==> src/ccn_pkg.sv <==
// Package for the confirmed client notifier: client phases, table entry type,
// register indexes and sizing constants. No dependencies.
`default_nettype none

package ccn_pkg;

  // Number of client slots (1..8); the table register holds 8 address bytes and the index width is fixed at 3 bits
  localparam int unsigned MaxClients = 8;
  localparam int unsigned IdxW       = 3;
  localparam int unsigned CntW       = 4;

  localparam logic [7:0] AddrInvalid = 8'hFF;

  // Configuration register indexes
  localparam logic [2:0] CfgOwnAddr  = 3'd0;
  localparam logic [2:0] CfgTable    = 3'd1;
  localparam logic [2:0] CfgHold     = 3'd2;
  localparam logic [2:0] CfgTimeout  = 3'd3;
  localparam logic [2:0] CfgRetry    = 3'd4;

  // Reset values of the configuration registers
  localparam logic [7:0]  HoldReset    = 8'd20;
  localparam logic [15:0] TimeoutReset = 16'd100;
  localparam logic [15:0] RetryReset   = 16'd10000;

  typedef enum logic [2:0] {
    PH_INIT = 3'd0,
    PH_SKIP = 3'd1,
    PH_HOLD = 3'd2,
    PH_WAIT = 3'd3,
    PH_DONE = 3'd4
  } phase_e;

  // One client entry of the state memory
  typedef struct packed {
    logic [7:0]  addr;
    phase_e      phase;
    logic [15:0] stamp;
  } ent_t;

  typedef enum logic [2:0] {
    ST_IDLE,
    ST_RD,
    ST_EVAL,
    ST_RELOAD,
    ST_SCAN,
    ST_MSCAN,
    ST_FIN
  } state_e;

endpackage

`default_nettype wire

==> src/confirmed_client_notifier_top.sv <==
// Top level of the confirmed client notifier: sequencer around one client
// entry memory. Depends on ccn_pkg.
//
// Usage:
//   Input channel (in_valid_i / in_stall_o) takes one beat per step: mode 0
//   steps the run with the current switch value, mode 1 delivers a received
//   confirmation telegram. Every input beat gives exactly one output beat
//   (out_valid_o / out_stall_i) with the request to send, if any, and the run
//   status. Configuration writes use cfg_valid_i / cfg_ready_o with a register
//   index and 64-bit data; ready is always high, writes must go in while idle (not enforced by the block).
// Sequence:
//   A plain mode 0 step reads its entry (ST_RD), evaluates it (ST_EVAL) and
//   registers its output beat from ST_FIN; the next input beat is taken once
//   the sequencer is back in ST_IDLE. A new run first reloads every table
//   entry, then re-reads the current entry. Moving to the next client is a
//   round-robin scan, 1 entry a cycle; after a confirmed client the new one is
//   re-read and a timeout there scans once more. A mode 1 beat addressed to
//   own_addr scans the memory in order from entry 0. The entry memory has one
//   read and one write address; one beat is worked on at a time.
// Reset:
//   All clients read as skip (per-entry valid bits), no run, thresholds at
//   their defaults. A stalled output holds; one more input beat is taken
//   meanwhile and waits for the output register before finishing.
`default_nettype none

module confirmed_client_notifier_top import ccn_pkg::*; (
  input  wire logic              clk_i,
  input  wire logic              rst_ni,
  // configuration write channel
  input  wire logic              cfg_valid_i,
  output logic                   cfg_ready_o,
  input  wire logic [2:0]        cfg_index_i,
  input  wire logic [63:0]       cfg_data_i,
  // input channel
  input  wire logic              in_valid_i,
  output logic                   in_stall_o,
  input  wire logic              mode_i,
  input  wire logic [15:0]       now_ms_i,
  input  wire logic [7:0]        switch_value_i,
  input  wire logic [7:0]        sender_address_i,
  input  wire logic [7:0]        receiver_address_i,
  input  wire logic [7:0]        reply_value_i,
  // output channel
  output logic                   out_valid_o,
  input  wire logic              out_stall_i,
  output logic                   send_valid_o,
  output logic [7:0]             send_address_o,
  output logic [7:0]             send_value_o,
  output logic                   run_active_o,
  output logic [2:0]             current_client_o
);

  // ---------------------------------------------------------------------------
  // Configuration registers
  logic [7:0]  own_addr_q;
  logic [63:0] table_q;
  logic [7:0]  hold_q;
  logic [15:0] timeout_q;
  logic [15:0] retry_q;

  assign cfg_ready_o = 1'b1;

  always_ff @(posedge clk_i or negedge rst_ni) begin
    if (!rst_ni) begin
      own_addr_q <= '0;
      table_q    <= '1;
      hold_q     <= HoldReset;
      timeout_q  <= TimeoutReset;
      retry_q    <= RetryReset;
    end else if (cfg_valid_i && cfg_ready_o) begin
      unique case (cfg_index_i)
        CfgOwnAddr: own_addr_q <= cfg_data_i[7:0];
        CfgTable:   table_q    <= cfg_data_i;
        CfgHold:    hold_q     <= cfg_data_i[7:0];
        CfgTimeout: timeout_q  <= cfg_data_i[15:0];
        CfgRetry:   retry_q    <= cfg_data_i[15:0];
        default:    ;
      endcase
    end
  end

  // ---------------------------------------------------------------------------
  // Control and run state
  state_e          state_q, state_d;
  logic            active_q, active_d;
  logic [IdxW-1:0] idx_q, idx_d;
  logic [15:0]     change_q, change_d;
  logic [7:0]      last_seen_q, last_seen_d;
  logic [7:0]      sent_q, sent_d;
  logic [CntW-1:0] cnt_q, cnt_d;
  logic [IdxW-1:0] iss_q, iss_d;     // entry whose read goes out this cycle
  logic [IdxW-1:0] chk_q, chk_d;     // entry whose read data is in rdata_q
  logic            reeval_q, reeval_d;
  logic            send_q, send_d;
  logic [7:0]      send_addr_q, send_addr_d;
  logic            out_valid_q, out_valid_d;

  // latched input beat
  logic [15:0] in_now_q;
  logic [7:0]  in_sw_q;
  logic [7:0]  in_sender_q;
  logic [7:0]  in_reply_q;

  logic in_acc;
  assign in_stall_o = (state_q != ST_IDLE);
  assign in_acc     = in_valid_i && !in_stall_o;

  // ---------------------------------------------------------------------------
  // Client entry memory, registered read, valid bit per entry
  ent_t                  mem_q [MaxClients];
  ent_t                  rdata_q;
  logic                  rd_vld_q;
  logic [MaxClients-1:0] vld_q;
  logic                  we;
  logic [IdxW-1:0]       waddr;
  ent_t                  wdata;
  logic [IdxW-1:0]       raddr;

  always_ff @(posedge clk_i) begin
    if (we) begin
      mem_q[waddr] <= wdata;
    end
    rdata_q <= mem_q[raddr];
  end

  always_ff @(posedge clk_i or negedge rst_ni) begin
    if (!rst_ni) begin
      vld_q    <= '0;
      rd_vld_q <= 1'b0;
    end else begin
      if (we) begin
        vld_q[waddr] <= 1'b1;
      end
      rd_vld_q <= vld_q[raddr];
    end
  end

  // ---------------------------------------------------------------------------
  // Decisions on the entry in rdata_q
  phase_e      cur_ph;
  logic        ev_start;
  logic        ev_age_ok;
  logic        ev_hold_ok;
  logic        ev_wait_ok;
  logic        sc_check;
  logic        sc_hit;
  logic        sc_end;
  logic        mc_hit;
  logic        out_free;
  logic [15:0] age;
  logic [15:0] wait_age;
  logic [7:0]  hold_age;
  logic [7:0]  tbl_byte;

  assign cur_ph     = rd_vld_q ? rdata_q.phase : PH_SKIP;
  assign ev_start   = (in_sw_q != last_seen_q) && !(active_q && (cur_ph == PH_HOLD));
  assign age        = in_now_q - change_q;
  assign ev_age_ok  = (age < retry_q);
  assign hold_age   = in_now_q[7:0] - rdata_q.stamp[7:0];
  assign ev_hold_ok = (hold_age >= hold_q);
  assign wait_age   = in_now_q - rdata_q.stamp;
  assign ev_wait_ok = (wait_age >= timeout_q);

  // scans: a check is due once a read has been issued
  assign sc_check = (cnt_q != '0);
  assign sc_hit   = sc_check && (cur_ph != PH_SKIP) && (cur_ph != PH_DONE);
  assign sc_end   = (cnt_q == CntW'(MaxClients));
  assign mc_hit   = sc_check && ((cur_ph == PH_HOLD) || (cur_ph == PH_WAIT)) &&
                    (rdata_q.addr == in_sender_q) && (in_reply_q == sent_q);

  assign out_free = !out_valid_q || !out_stall_i;
  assign tbl_byte = table_q[8*cnt_q[IdxW-1:0] +: 8];

  // round-robin successor of an entry index
  function automatic logic [IdxW-1:0] next_idx(input logic [IdxW-1:0] i);
    logic [IdxW-1:0] n;
    n = (i == IdxW'(MaxClients - 1)) ? '0 : i + IdxW'(1);
    return n;
  endfunction

  // ---------------------------------------------------------------------------
  // Next state
  always_comb begin
    state_d = state_q;
    unique case (state_q)
      ST_IDLE: begin
        if (in_acc) begin
          priority if (!mode_i)                          state_d = ST_RD;
          else if (receiver_address_i == own_addr_q)     state_d = ST_MSCAN;
          else                                           state_d = ST_FIN;
        end
      end
      ST_RD: state_d = ST_EVAL;
      ST_EVAL: begin
        priority if (ev_start)           state_d = ST_RELOAD;
        else if (!active_q)              state_d = ST_FIN;
        else if (!ev_age_ok)             state_d = ST_FIN;
        else if (cur_ph == PH_DONE)      state_d = ST_SCAN;
        else if (cur_ph == PH_WAIT && ev_wait_ok) state_d = ST_SCAN;
        else                             state_d = ST_FIN;
      end
      ST_RELOAD: begin
        if (cnt_q == CntW'(MaxClients - 1)) state_d = ST_RD;
      end
      ST_SCAN: begin
        priority if (sc_hit) state_d = reeval_q ? ST_RD : ST_FIN;
        else if (sc_end)     state_d = ST_FIN;
        else                 state_d = ST_SCAN;
      end
      ST_MSCAN: begin
        if (mc_hit || sc_end) state_d = ST_FIN;
      end
      ST_FIN: begin
        if (out_free) state_d = ST_IDLE;
      end
      default: state_d = ST_IDLE;
    endcase
  end

  // ---------------------------------------------------------------------------
  // Datapath controls
  always_comb begin
    active_d    = active_q;
    idx_d       = idx_q;
    change_d    = change_q;
    last_seen_d = last_seen_q;
    sent_d      = sent_q;
    cnt_d       = cnt_q;
    iss_d       = iss_q;
    chk_d       = chk_q;
    reeval_d    = reeval_q;
    send_d      = send_q;
    send_addr_d = send_addr_q;
    out_valid_d = out_valid_q && out_stall_i;
    we          = 1'b0;
    waddr       = idx_q;
    wdata       = rdata_q;
    raddr       = idx_q;

    unique case (state_q)
      ST_IDLE: begin
        send_d = 1'b0;
        cnt_d  = '0;
        iss_d  = '0;
      end
      ST_RD: ;
      ST_EVAL: begin
        priority if (ev_start) begin
          last_seen_d = in_sw_q;
          sent_d      = in_sw_q;
          change_d    = in_now_q;
          idx_d       = '0;
          active_d    = 1'b1;
          cnt_d       = '0;
        end else if (!active_q) begin
        end else if (!ev_age_ok) begin
          active_d = 1'b0;
          idx_d    = '0;
        end else if (cur_ph == PH_DONE) begin
          reeval_d = 1'b1;
          cnt_d    = '0;
          iss_d    = next_idx(idx_q);
        end else if (cur_ph == PH_INIT) begin
          send_d       = 1'b1;
          send_addr_d  = rdata_q.addr;
          we           = 1'b1;
          wdata.phase  = PH_HOLD;
          wdata.stamp  = in_now_q;
        end else if (cur_ph == PH_HOLD) begin
          if (ev_hold_ok) begin
            we          = 1'b1;
            wdata.phase = PH_WAIT;
            wdata.stamp = in_now_q;
          end
        end else if (cur_ph == PH_WAIT) begin
          if (ev_wait_ok) begin
            we          = 1'b1;
            wdata.phase = PH_INIT;
            reeval_d    = 1'b0;
            cnt_d       = '0;
            iss_d       = next_idx(idx_q);
          end
        end else begin
        end
      end
      ST_RELOAD: begin
        we          = 1'b1;
        waddr       = cnt_q[IdxW-1:0];
        wdata.addr  = tbl_byte;
        wdata.phase = (tbl_byte != AddrInvalid) ? PH_INIT : PH_SKIP;
        wdata.stamp = in_now_q;
        cnt_d       = cnt_q + CntW'(1);
      end
      ST_SCAN: begin
        raddr = iss_q;
        iss_d = next_idx(iss_q);
        chk_d = iss_q;
        cnt_d = cnt_q + CntW'(1);
        priority if (sc_hit) begin
          idx_d = chk_q;
        end else if (sc_end) begin
          active_d = 1'b0;
          idx_d    = '0;
        end else begin
        end
      end
      ST_MSCAN: begin
        raddr = iss_q;
        iss_d = next_idx(iss_q);
        chk_d = iss_q;
        cnt_d = cnt_q + CntW'(1);
        if (mc_hit) begin
          we          = 1'b1;
          waddr       = chk_q;
          wdata.phase = PH_DONE;
        end
      end
      ST_FIN: begin
        if (out_free) out_valid_d = 1'b1;
      end
      default: ;
    endcase
  end

  // ---------------------------------------------------------------------------
  // Control registers
  always_ff @(posedge clk_i or negedge rst_ni) begin
    if (!rst_ni) begin
      state_q     <= ST_IDLE;
      active_q    <= 1'b0;
      idx_q       <= '0;
      change_q    <= '0;
      last_seen_q <= 8'hFF;
      sent_q      <= '0;
      cnt_q       <= '0;
      iss_q       <= '0;
      chk_q       <= '0;
      reeval_q    <= 1'b0;
      send_q      <= 1'b0;
      out_valid_q <= 1'b0;
    end else begin
      state_q     <= state_d;
      active_q    <= active_d;
      idx_q       <= idx_d;
      change_q    <= change_d;
      last_seen_q <= last_seen_d;
      sent_q      <= sent_d;
      cnt_q       <= cnt_d;
      iss_q       <= iss_d;
      chk_q       <= chk_d;
      reeval_q    <= reeval_d;
      send_q      <= send_d;
      out_valid_q <= out_valid_d;
    end
  end

  // Payload registers: input beat and output beat
  always_ff @(posedge clk_i) begin
    send_addr_q <= send_addr_d;
    if (in_acc) begin
      in_now_q    <= now_ms_i;
      in_sw_q     <= switch_value_i;
      in_sender_q <= sender_address_i;
      in_reply_q  <= reply_value_i;
    end
    if (state_q == ST_FIN && out_free) begin
      send_valid_o     <= send_q;
      send_address_o   <= send_q ? send_addr_q : 8'h00;
      send_value_o     <= send_q ? sent_q : 8'h00;
      run_active_o     <= active_q;
      current_client_o <= active_q ? idx_q : '0;
    end
  end

  assign out_valid_o = out_valid_q;

endmodule

`default_nettype wire

==> config.mk <==
export PLATFORM = sky130hd
export DESIGN_NAME = confirmed_client_notifier_top
export DESIGN_NICKNAME = d
export VERILOG_FILES = /design/src/ccn_pkg.sv /design/src/confirmed_client_notifier_top.sv
export SDC_FILE = /design/constraint.sdc
export NUM_CORES = 1
export LEC_CHECK = 0
export ABC_AREA = 1
export BUFFER_PORTS_ARGS = -buffer_cell sky130_fd_sc_hd__buf_2
export CORE_ASPECT_RATIO = 1.5
export CORE_UTILIZATION = 57
export CTS_BUF_LIST = sky130_fd_sc_hd__clkbuf_4 sky130_fd_sc_hd__clkbuf_8
export CTS_CLUSTER_DIAMETER = 80
export DETAILED_ROUTE_END_ITERATION = 16
export GPL_TIMING_DRIVEN = 0
export PLACE_DENSITY = 0.79
export SLEW_MARGIN = 10
export SYNTH_ARGS = -nofsm -noshare
export SYNTH_HDL_FRONTEND = slang
export SYNTH_SLANG_ARGS = --single-unit
==> constraint.sdc <==
create_clock -name clk_i -period 3.8 [get_ports clk_i]
set_input_delay 0.38 -clock clk_i [delete_from_list [all_inputs] [get_ports clk_i]]
set_output_delay 0.38 -clock clk_i [all_outputs]
set_load 0.005 [all_outputs]
**After elaboration in Yosys (flattened, before gate mapping)**

Memories as Yosys holds them, arrays and structs flattened. A register that Yosys moved wholly into a read port is not among the register bits.
Index checks and enable logic that the tools add are counted.

- Register bits: 242
- RAM bits: 216
- Input bits: 121
- Output and inout bits: 24
- Logic and storage cells: 237
- Memories: 1

- Add/subtract/negate cells: 6
- $lt $le $gt $ge: 6
- Eq/ne operators: 49
- Shifts and indexed selects: 1
- Muxes and demuxes: 96
- Bitwise logic cells: 3
- Reduce and logical (&&, ||, !) cells: 46

Memories:

| name | depth | bits a word | rd ports | clocked after memory_dff | write ports | RTL line | text |
|---|---|---|---|---|---|---|---|
| mem_q | 8 | 27 | 1 | 1 | 1 | confirmed_client_notifier_top.sv:110 | `ent_t mem_q [MaxClients];` |

Operator list:

| cell | number |
|---|---|
| $mux 19 | 6 |
| $mux 3 | 30 |
| $shiftx 64x7->8 | 1 |
| $mux 1 | 32 |
| $mux 4 | 8 |
| $pmux 16 s2 | 1 |
| $sub 16x16->16 | 2 |
| $ne 3x3->1 const B | 9 |
| $ne 2x2->1 const B | 13 |
| $eq 8x8->1 | 3 |
| $eq 3x3->1 const B | 7 |
| $pmux 3 s7 | 1 |
| $eq 3x2->1 const B | 6 |
| $pmux 3 s3 | 2 |
| $ge 16x16->1 | 1 |
| $lt 16x16->1 | 1 |
| $mux 16 | 1 |
| $ne 4x4->1 const B | 4 |
| $reduce_and 8->1 | 2 |
| $logic_and 1x1->1 | 12 |
| $mux 2 | 6 |
| $pmux 3 s2 | 2 |
| $pmux 4 s3 | 1 |
| $reduce_and 2->1 | 6 |
| 31 further kinds | 50 |

**Depth between registers and ports, before layout**

Gate-level depths: netlist (run 1).

- Word-level depth: 13
- Mapped depth: 24
- Mapped depth without buffers: 23

**Worst setup path before layout (run 1)**

OpenSTA, ideal clock, no wires.

- Kind: register to register
- From: register in_now_q[0]
- To: memory mem_q[0][0] (netlist bit) (enable)
- Library setup time: 0.382 ns
- Arrival: 3.614 ns
- Data required time: 3.418 ns
- Slack: -0.196 ns
- Cell stages (with the launch flop): 23
- Buffers on the path: 0
- Clock period less this slack: 3.996 ns
- Cell sequence: edfxtp_1 inv_1 ha_1 fa_1 inv_1 a31oi_1 o21ai_0 nand3_1 nand2_1 nand4_1 nand3_1 nand2_1 ha_1 nand2_1 nor3_1 nand3_1 nand3_1 nand2_1 nand2_1 nand3_1 nand2_1 nand3_1 inv_1

- Word-level cells in the longest chain between the ends: 13
- Elaborated cells between the ends (all ways): 18
- Those cells by class: 3 x add/sub; 3 x order compare; 12 x mux

RTL lines:

| element | RTL line | text |
|---|---|---|
| from (decl) | confirmed_client_notifier_top.sv:99 | `logic [15:0] in_now_q;` |
| from (signal assigned) | confirmed_client_notifier_top.sv:361 | `in_now_q <= now_ms_i;` |
| $sub 16x16->16 | confirmed_client_notifier_top.sv:161 | `assign wait_age = in_now_q - rdata_q.stamp;` |
| $ge 16x16->1 | confirmed_client_notifier_top.sv:162 | `assign ev_wait_ok = (wait_age >= timeout_q);` |
| $mux 1 | confirmed_client_notifier_top.sv:276 | `if (ev_wait_ok) begin` |
| $mux 1 | confirmed_client_notifier_top.sv:275 | `end else if (cur_ph == PH_WAIT) begin` |
| $mux 1 | confirmed_client_notifier_top.sv:269 | `end else if (cur_ph == PH_HOLD) begin` |
| $mux 1 | confirmed_client_notifier_top.sv:263 | `end else if (cur_ph == PH_INIT) begin` |
| $mux 1 | confirmed_client_notifier_top.sv:259 | `end else if (cur_ph == PH_DONE) begin` |
| $mux 1 (*) | confirmed_client_notifier_top.sv:256 | `end else if (!ev_age_ok) begin` |
| $mux 1 (*) | confirmed_client_notifier_top.sv:255 | `end else if (!active_q) begin` |
| $mux 1 (*) | confirmed_client_notifier_top.sv:248 | `priority if (ev_start) begin` |
| $pmux 1 s3 (*) | confirmed_client_notifier_top.sv:240 | `unique case (state_q)` |
| $mux 1 (*) | confirmed_client_notifier_top.sv:120 | `if (we) begin` |
| $mux 1 (implied by the code) (*) | confirmed_client_notifier_top.sv:121 | `mem_q[waddr] <= wdata;` |
| to (decl) | confirmed_client_notifier_top.sv:110 |  |

Every way passes the cells marked *; elsewhere a longest branch is shown, timed or not.

**Final worst setup path (run 1)**

- From: register in_now_q[5]
- To: memory mem_q[6][5] (netlist bit) (enable)

Same word-level chain as after synthesis.

==> summary.md, run 1 <==
| Metric | Value |
|---|---|
| Synth Instances | 2242 |
| Register area share after synthesis | approximately three fifths |
| Worst slew pin tran | roughly 1.4 ns |
| Seq cells post-synth | ~490 |
| Worst Reg2Reg Path Length in Cells | 21 |
| Synth Cell Area | approximately 23000 sq um |
| Avg Cell Area, Syn | 10.1 sq um |
| Synth cell types | 52 |
| Dpl cells | around 2900 |
| Dpl hpwl | roughly 43000 microns |
| Commonest non-fill, non-tap cell in the layout | nand2_1 |
| Max-cap viol count | 0 |
| Die width | around 160 microns |
| Req. time, crit path | between 4 and 5 ns |
| Crit path max-delay family | compound AO/OA/AOI/OAI gates |
| Worst setup EP type | flip-flop |
| Later-pin clock latency in the skew report | around 0.66 ns |
| Row count | between 80 and 90 |
| Initial DRC count | around 1700 |
| Post-Syn Nets | roughly 2400 |
| Crit start category | flip-flop |
| Status | finished, violations left |
| IO Count | approximately 150 |
| CTS root buf | clkbuf_8 |
| # clock sinks | approximately 490 |
| GPL Wtd Cong | about 0.95 |
| Launch point of the worst reg-to-reg path | in_now_q[5] |
| DR pass1 iterations | 8 |
| Post-synth top area cell | edfxtp_1 |
| Share of layout cells above drive strength 1 | between 20 and 30% |
| DRT antenna net count | 0 |
| Port bufs | ~140 |
| PwrDens | 779 nW/um^2 |
| CTS H-tree lvls | 3 |
| Core area | between 30000 and 40000 sq um |
| Crit path largest cell delay | around 0.4 ns |
| Leakage Power | 0.0120 uW |
| Clk buf depth | 3 |
| Largest net degree at the start of global routing | 114 |
| Yosys warns | 0 |
| Fill count | between 2000 and 3000 |
| Vias per cell | a little under 6 |
| WP data arrival | 4.46 ns |
| Violated checks | negative setup slack |
| Cells along the critical path | buf_4, ha_1, nand2_1, nor2_1, nand2_1, o21ai_2, a21oi_1, o21bai_1, xor2_1, ha_1, a21oi_1, o21ai_2, a21oi_2, nand3_2, nor2_4, nand3_4, nand2_8, buf_4, nand3_4, clkinvlp_4, buf_12 |
| Ys flop type | edfxtp_1 |
| Hold_sp | cfg_data_i[25] |
| Initial antenna violation count | 4 |
| Worst Path Buf+Inv | 4 |
| Final hold viol count | 0 |
| Fin crit share | 108% |
| GR Overflow Total | 0 |
| Total GRT Usage | a little over a third |
| Initial core utilization | 57.8% |
| Hold WC Path Type | in2reg |
| First-pass GRT wire length | 105000 microns |
| Max-slew violation count | 0 |
| Max IR drop VDD | a little over 0.0005 V |
| Final setup viols | 352 |
| Slowest cell on crit path | edfxtp_1 |
| Die area | a little over 40000 sq um |
| CTS tree | yes |
| WL/cell | around 22 microns |
| Commonest non-fill, non-tap cells in the layout | nand2_1, edfxtp_1, inv_1 |
| CP Class | reg2reg |
| Worst hold path depth | 2 |
| DIE HEIGHT | 246 microns |
| WHS Endpoint | table_q[25] |
| Minimum clock period | roughly 4.1 ns |
| Finished Layout Cells | between 3000 and 4000 |
| Synth top area cells | edfxtp_1, dfrtp_1, dfstp_2 |
| Final setup margin | -0.320 ns |
| R2R setup slack | -0.32 ns |
| RSZ-0062 raised after global routing | yes |
| Asr flop ratio synth | 35.7% |
| Pre-CTS WS | -1.30 ns |
| Post-Route WL | about 70000 microns |
| TritonCTS Buffers | 70 |
| Vias post-DR | about 19000 |
| Number of flops mapped to enable cells by yosys | 285 |
| Nets@finish | ~2900 |
| # DRC | 0 |
| Post-synth top area share | 37.7% |
| CP Max Fanout | 10 |
| Layout area overhead | 25.6% |
| Worst R2R End | mem_q[6][5] |
| Vias in the first global route | between 15000 and 20000 |
| Slew HR | under 10% |
| Fin Clk Skew | 0.0479 ns |
| Critical path depth | 21 |
| Clk pin slew, worst setup/hold paths | about 0.070 ns |
| Fmax achieved | about 240 MHz |
## what timing repair did
item,in CTS,in global routing
hold buffers,84,1
resized for setup,184,31
hold endpoints to repair,142,1
gates cloned,11,1
buffers inserted,88,12
pin swaps,63,19
endpoints found under the setup margin,390,388
## where the power goes
group          internal [uW]  total (uW)  switching [uW]
registers               7370        7970             598
clock network           2410        4470            2060
logic                   3480        9790            6310
## cell type report
class / instances / area (sq um) / area share, %
clock buffers: 109 / 1340 / 4.71
repair buffers: 332 / 2760 / 9.68
clock inverters: 20 / 171 / 0.601
repair inverters: 9 / 67.6 / 0.237
plain buffers: 87 / 474 / 1.66
multi-input cells: 1389 / 8460 / 29.6
diodes: 2 / 5.00 / 0.0175
inverters: 280 / 1090 / 3.82
flip-flops and latches: 485 / 13500 / 47.4
well taps: 500 / 626 / 2.19
## cell usage after synthesis, types with 36 or more instances
library cell  instances
nor2_1              210
o21ai_0             167
clkbuf_1             36
nand2_1             404
edfxtp_1            285
dfrtp_1              91
nand3_1              59
a21oi_1              56
dfstp_2              82
o22ai_1              90
inv_1               268
ha_1                 75
mux2_2               48
o21ai_1             122
## kinds of logic after synthesis
| family | Yosys count | synth area share, % |
|---|---|---|
| flip-flops | 485 | 59.6 |
| AO/OA/AOI/OAI | 484 | 11.8 |
| XOR/XNOR | 50 | 1.93 |
| buffers and inverters | 368 | 6.73 |
| adder cells (fa/ha/maj) | 77 | 4.31 |
| other | 1 | 0.0165 |
| AND/OR/NAND/NOR | 729 | 13.2 |
| multiplexers | 48 | 2.38 |
## metrics by stage
stage	TNS, ns	cell area [sq um]	util [%]	total power, uW	hold WS, ns
4_1_cts	-30.49	28300	72.1	21500	0.00200
3_5_place_dp	-340.85	24200	61.5	15800	0.342
3_3_place_gp	-344.12	24100	61.3	15400	0.436
6_report	-83.80	28500	72.6	22200	0.0186
5_1_grt	-142.42	28500	72.6	23300	0.00237
2_1_floorplan	0	22700	-	13300	0.0844
## how the worst max path moves through the flow
stage / startpoint / end
after floorplan: in_now_q[0] / mem_q[0][0]
after global placement: in_now_q[1] / mem_q[0][10]
after detailed placement: in_now_q[1] / mem_q[6][11]
after CTS: in_now_q[0] / mem_q[5][10]
after global routing: in_now_q[11] / mem_q[5][13]
final: in_now_q[5] / mem_q[6][5]
## per-layer routing
layer  vias to the layer above  global-route usage (%)  wire length, microns
li1                       8421                       -                     -
met1                      8969                    36.3                 23000
met2                      1065                    60.8                 35700
met3                       365                    7.12                  5530
met4                         2                    27.8                  6060
met5                         -                       0                    13
## state kept, by name (all words and copies together), names as in the netlist, 16 cells and up
register / flops
timeout_q: 16
mem_q: 216
change_q: 16
rdata_q: 27
in_now_q: 16
retry_q: 16
table_q: 64
Note: power is estimated with default switching activity, not from simulation.
==> inputs of run 2 (changes only) <==
--- a/config.mk
+++ b/config.mk
@@ -7,8 +7,9 @@
 export LEC_CHECK = 0
 export ABC_AREA = 1
 export BUFFER_PORTS_ARGS = -buffer_cell sky130_fd_sc_hd__buf_2
+export CAP_MARGIN = 20
 export CORE_ASPECT_RATIO = 1.5
-export CORE_UTILIZATION = 57
+export CORE_UTILIZATION = 60
 export CTS_BUF_LIST = sky130_fd_sc_hd__clkbuf_4 sky130_fd_sc_hd__clkbuf_8
 export CTS_CLUSTER_DIAMETER = 80
 export DETAILED_ROUTE_END_ITERATION = 16
==> constraint.sdc (replaced) <==
create_clock -name clk_i -period 5 [get_ports clk_i]
set_input_delay 0.5 -clock clk_i [delete_from_list [all_inputs] [get_ports clk_i]]
set_output_delay 0.5 -clock clk_i [all_outputs]
set_load 0.005 [all_outputs]
==> summary.md, run 2 (same netlist as run 1, synthesis figures left out) <==
| Metric | Value |
|---|---|
| Commonest non-fill, non-tap cell in the layout | nand2_1 |
| Leakage Power | 0.0111 uW (-6.9%) |
| Fmax achieved | 214 MHz (-12%) |
| Commonest non-fill, non-tap cells in the layout | nand2_1, edfxtp_1, inv_1 |
| Max-slew violation count | 0 (unchanged) |
| WL/cell | 20.0 microns (-8.5%) |
| WP data arrival | 5.01 ns (+0.55 ns) |
| # DRC | 0 (unchanged) |
| Final setup viols | 0 (-100%) |
| Top flop regs | mem_q x216, table_q x64, rdata_q x27 |
| Share of layout cells above drive strength 1 | 20.5% (-6.8 points) |
| Placed cell area | 24300 sq um (+0.46%) |
| Final hold slack | 0.0412 ns (+0.0226 ns) |
| Slew HR | 34.2% (+27 points) |
| TritonCTS Buffers | 69 (-1.4%) |
| Nets@finish | 2700 (-5.3%) |
| Req. time, crit path | 5.33 ns (+1.19 ns) |
| DIE HEIGHT | 240 microns (-2.5%) |
| Clock network power share | 21.0% (+0.9 points) |
| DR pass1 iterations | 7 (-1) |
| Vias in the first global route | 17683 (-8.5%) |
| CTS root buf | clkbuf_8 |
| Hold WC Path Type | in2reg |
| Die area | 38700 sq um (-4.9%) |
| Seq pwr share | 39.1% (+3.3 points) |
| CP Class | reg2reg |
| Clk pin slew, worst setup/hold paths | 0.06 ns (about the same) |
| PwrDens | 592 nW/um^2 (-24%) |
| Setup TNS | 0 ns (+83.80 ns) |
| Met1 GRT Util | 35.0% (-1.3 points) |
| First-pass GRT wire length | 92500 microns (-12%) |
| GRT met3 Usage | 4.12% (-3.0 points) |
| Worst setup EP type | flip-flop |
| Total GRT Usage | 31.8% (-3.3 points) |
| Vias per cell | 5.72 (-2.4%) |
| Row count | 86 (-3.4%) |
| Later-pin clock latency in the skew report | 0.65 ns (about the same) |
| Internal power | 9380 uW (-29%) |
| CTS tree | yes |
| Worst slew pin tran | 0.976 ns (-0.401 ns) |
| Top Usage Layer GRT | met2 |
| Max-cap viol count | 0 (unchanged) |
| CTS H-tree lvls | 3 (unchanged) |
| Dpl hpwl | 44100 microns (+2.3%) |
| Minimum clock period | 4.67 ns (+0.551 ns) |
| Status | finished clean |
| Layout area overhead | 15.2% |
| Final setup margin | 0.329 ns (+0.649 ns) |
| Largest net degree at the start of global routing | 114 (unchanged) |
| Max reg flops | 216 (unchanged) |
| Net Sw Power | 6110 uW (-32%) |
| Fill count | 2631 (+5.0%) |
| Initial antenna violation count | 1 (-3) |
| Core area | 37000 sq um (-5.8%) |
| IO Count | 145 (unchanged) |
| Crit start category | flip-flop |
| Die width | 161 microns (-2.5%) |
| Final hold viol count | 0 (unchanged) |
| Fin crit share | 93.4% (-15 points) |
| Clk buf depth | 3 (unchanged) |
| Fin Clk Skew | 0.0363 ns (-0.0116 ns) |
| Vias post-DR | 17388 (-7.6%) |
| GR Overflow Total | 0 (unchanged) |
| GPL Wtd Cong | 0.911 (-4.0%) |
| RSZ-0062 raised after global routing | no |
| Initial DRC count | 1442 (-17%) |
| DRT antenna net count | 0 (unchanged) |
| Port bufs | 143 (unchanged) |
| Pre-CTS WS | -0.107 ns (+1.19 ns) |
| # clock sinks | 485 (unchanged) |
| Design area | 26200 sq um (-8.3%) |
| Sw frac | 39.5% (-0.91 points) |
| Max IR drop VDD | 0.000350 V (-32%) |
| CP Max Fanout | 12 (+2) |
| Grt met2 use | 58.0% (-2.8 points) |
| Initial core utilization | 61.4% (+3.6 points) |
| Largest Register | mem_q |
| Combinational share of power | 39.9% (-4.1 points) |
| Post-Route WL | 60900 microns (-13%) |
==> run 2: cell count changes in the layout (fill, tap and decap cells not counted), sizes merged <==
cell / previous run / this run
inv: 272 / 274
clkbuf: 145 / 139
buf: 298 / 216
diode: 2 / 1
clkinvlp: 20 / 10
bufinv: 2 / 3
clkinv: 15 / 18
dlygate4sd3: 85 / 23
==> run 2: metal layers <==
metal  share of wire [%]  vias up
met4                 5.9        0
met1                  35     8340
met3                 5.9      201
met5                   0        -
met2                  53      738
li1                    -     8109
==> run 2: layout make-up <==
| type | instances | area [sq um] | share of cell area [%] |
|---|---|---|---|
| Sequential cell | 485 | 13500 | 51.7 |
| Multi-Input combinational cell | 1389 | 7670 | 29.3 |
| Timing Repair Buffer | 189 | 1360 | 5.18 |
| Clock buffer | 101 | 1220 | 4.67 |
| Inverter | 280 | 1080 | 4.14 |
| Tap cell | 484 | 606 | 2.31 |
| Buffer | 88 | 477 | 1.82 |
| Clock inverter | 25 | 226 | 0.865 |
| Antenna cell | 1 | 2.50 | 0.00956 |
==> run 2: worst max-delay path, stage by stage, from the launching register on <==
cell and delay (ns):
edfxtp_1 0.54, inv_1 0.16, fa_1 0.48, inv_1 0.07, a31oi_1 0.15, o21ai_1 0.33, nand3_1 0.11, nand2_1 0.13
nand4_1 0.11, nand3_1 0.09, nand2_1 0.06, ha_1 0.27, nand2_1 0.07, nor3_1 0.26, nand3_1 0.10, nand3_1 0.20
nand2_1 0.16, nand2_1 0.09, nand3_1 0.15, nand2_2 0.19, nand3_1 0.21, clkinvlp_4 0.22, buf_8 0.19
==> run 2: power by group through the flow <==
stage          sequential, uW  clock (uW)  combinational [uW]
6_report                 6050        3260                6180
5_1_grt                  6110        3440                6850
2_1_floorplan            5930           0                4160
3_3_place_gp             6080           0                5650
3_5_place_dp             6100           0                5950
4_1_cts                  6040        3280                6020
==> run 2: per-stage QoR <==
| step | std cells | total power [uW] | utilization (%) |
|---|---|---|---|
| 2_1_floorplan | 2242 | 10100 | - |
| 3_3_place_gp | 2869 | 11700 | 64.9 |
| 3_5_place_dp | 2879 | 12000 | 65.6 |
| 4_1_cts | 3028 | 15300 | 70.2 |
| 5_1_grt | 3042 | 16400 | 70.7 |
| 6_report | 3042 | 15500 | 70.7 |
==> run 2: path summary, 6_finish.rpt <==
| check | cells after the start | endpoint | slack, ns | startpoint |
|---|---|---|---|---|
| max in group asynchronous | 3 | vld_q[6] | 3.67 | rst_ni |
| max reg2reg | 22 | mem_q[1][11] | 0.33 | in_now_q[1] |
| min | 1 | in_reply_q[3] | 0.04 | reply_value_i[3] |
| min reg2reg | 0 | send_valid_o | 0.45 | send_q |
| max | 22 | mem_q[1][11] | 0.33 | in_now_q[1] |
| min in group asynchronous | 2 | cnt_q[0] | 0.39 | rst_ni |
==> run 2: what timing repair did <==
| action | in CTS | in global routing |
|---|---|---|
| endpoints found under the hold margin | 26 | 0 |
| setup endpoints to repair | 84 | 216 |
| setup buffers | 0 | 11 |
| hold buffers | 23 | 0 |
| gates resized for setup | 7 | 6 |
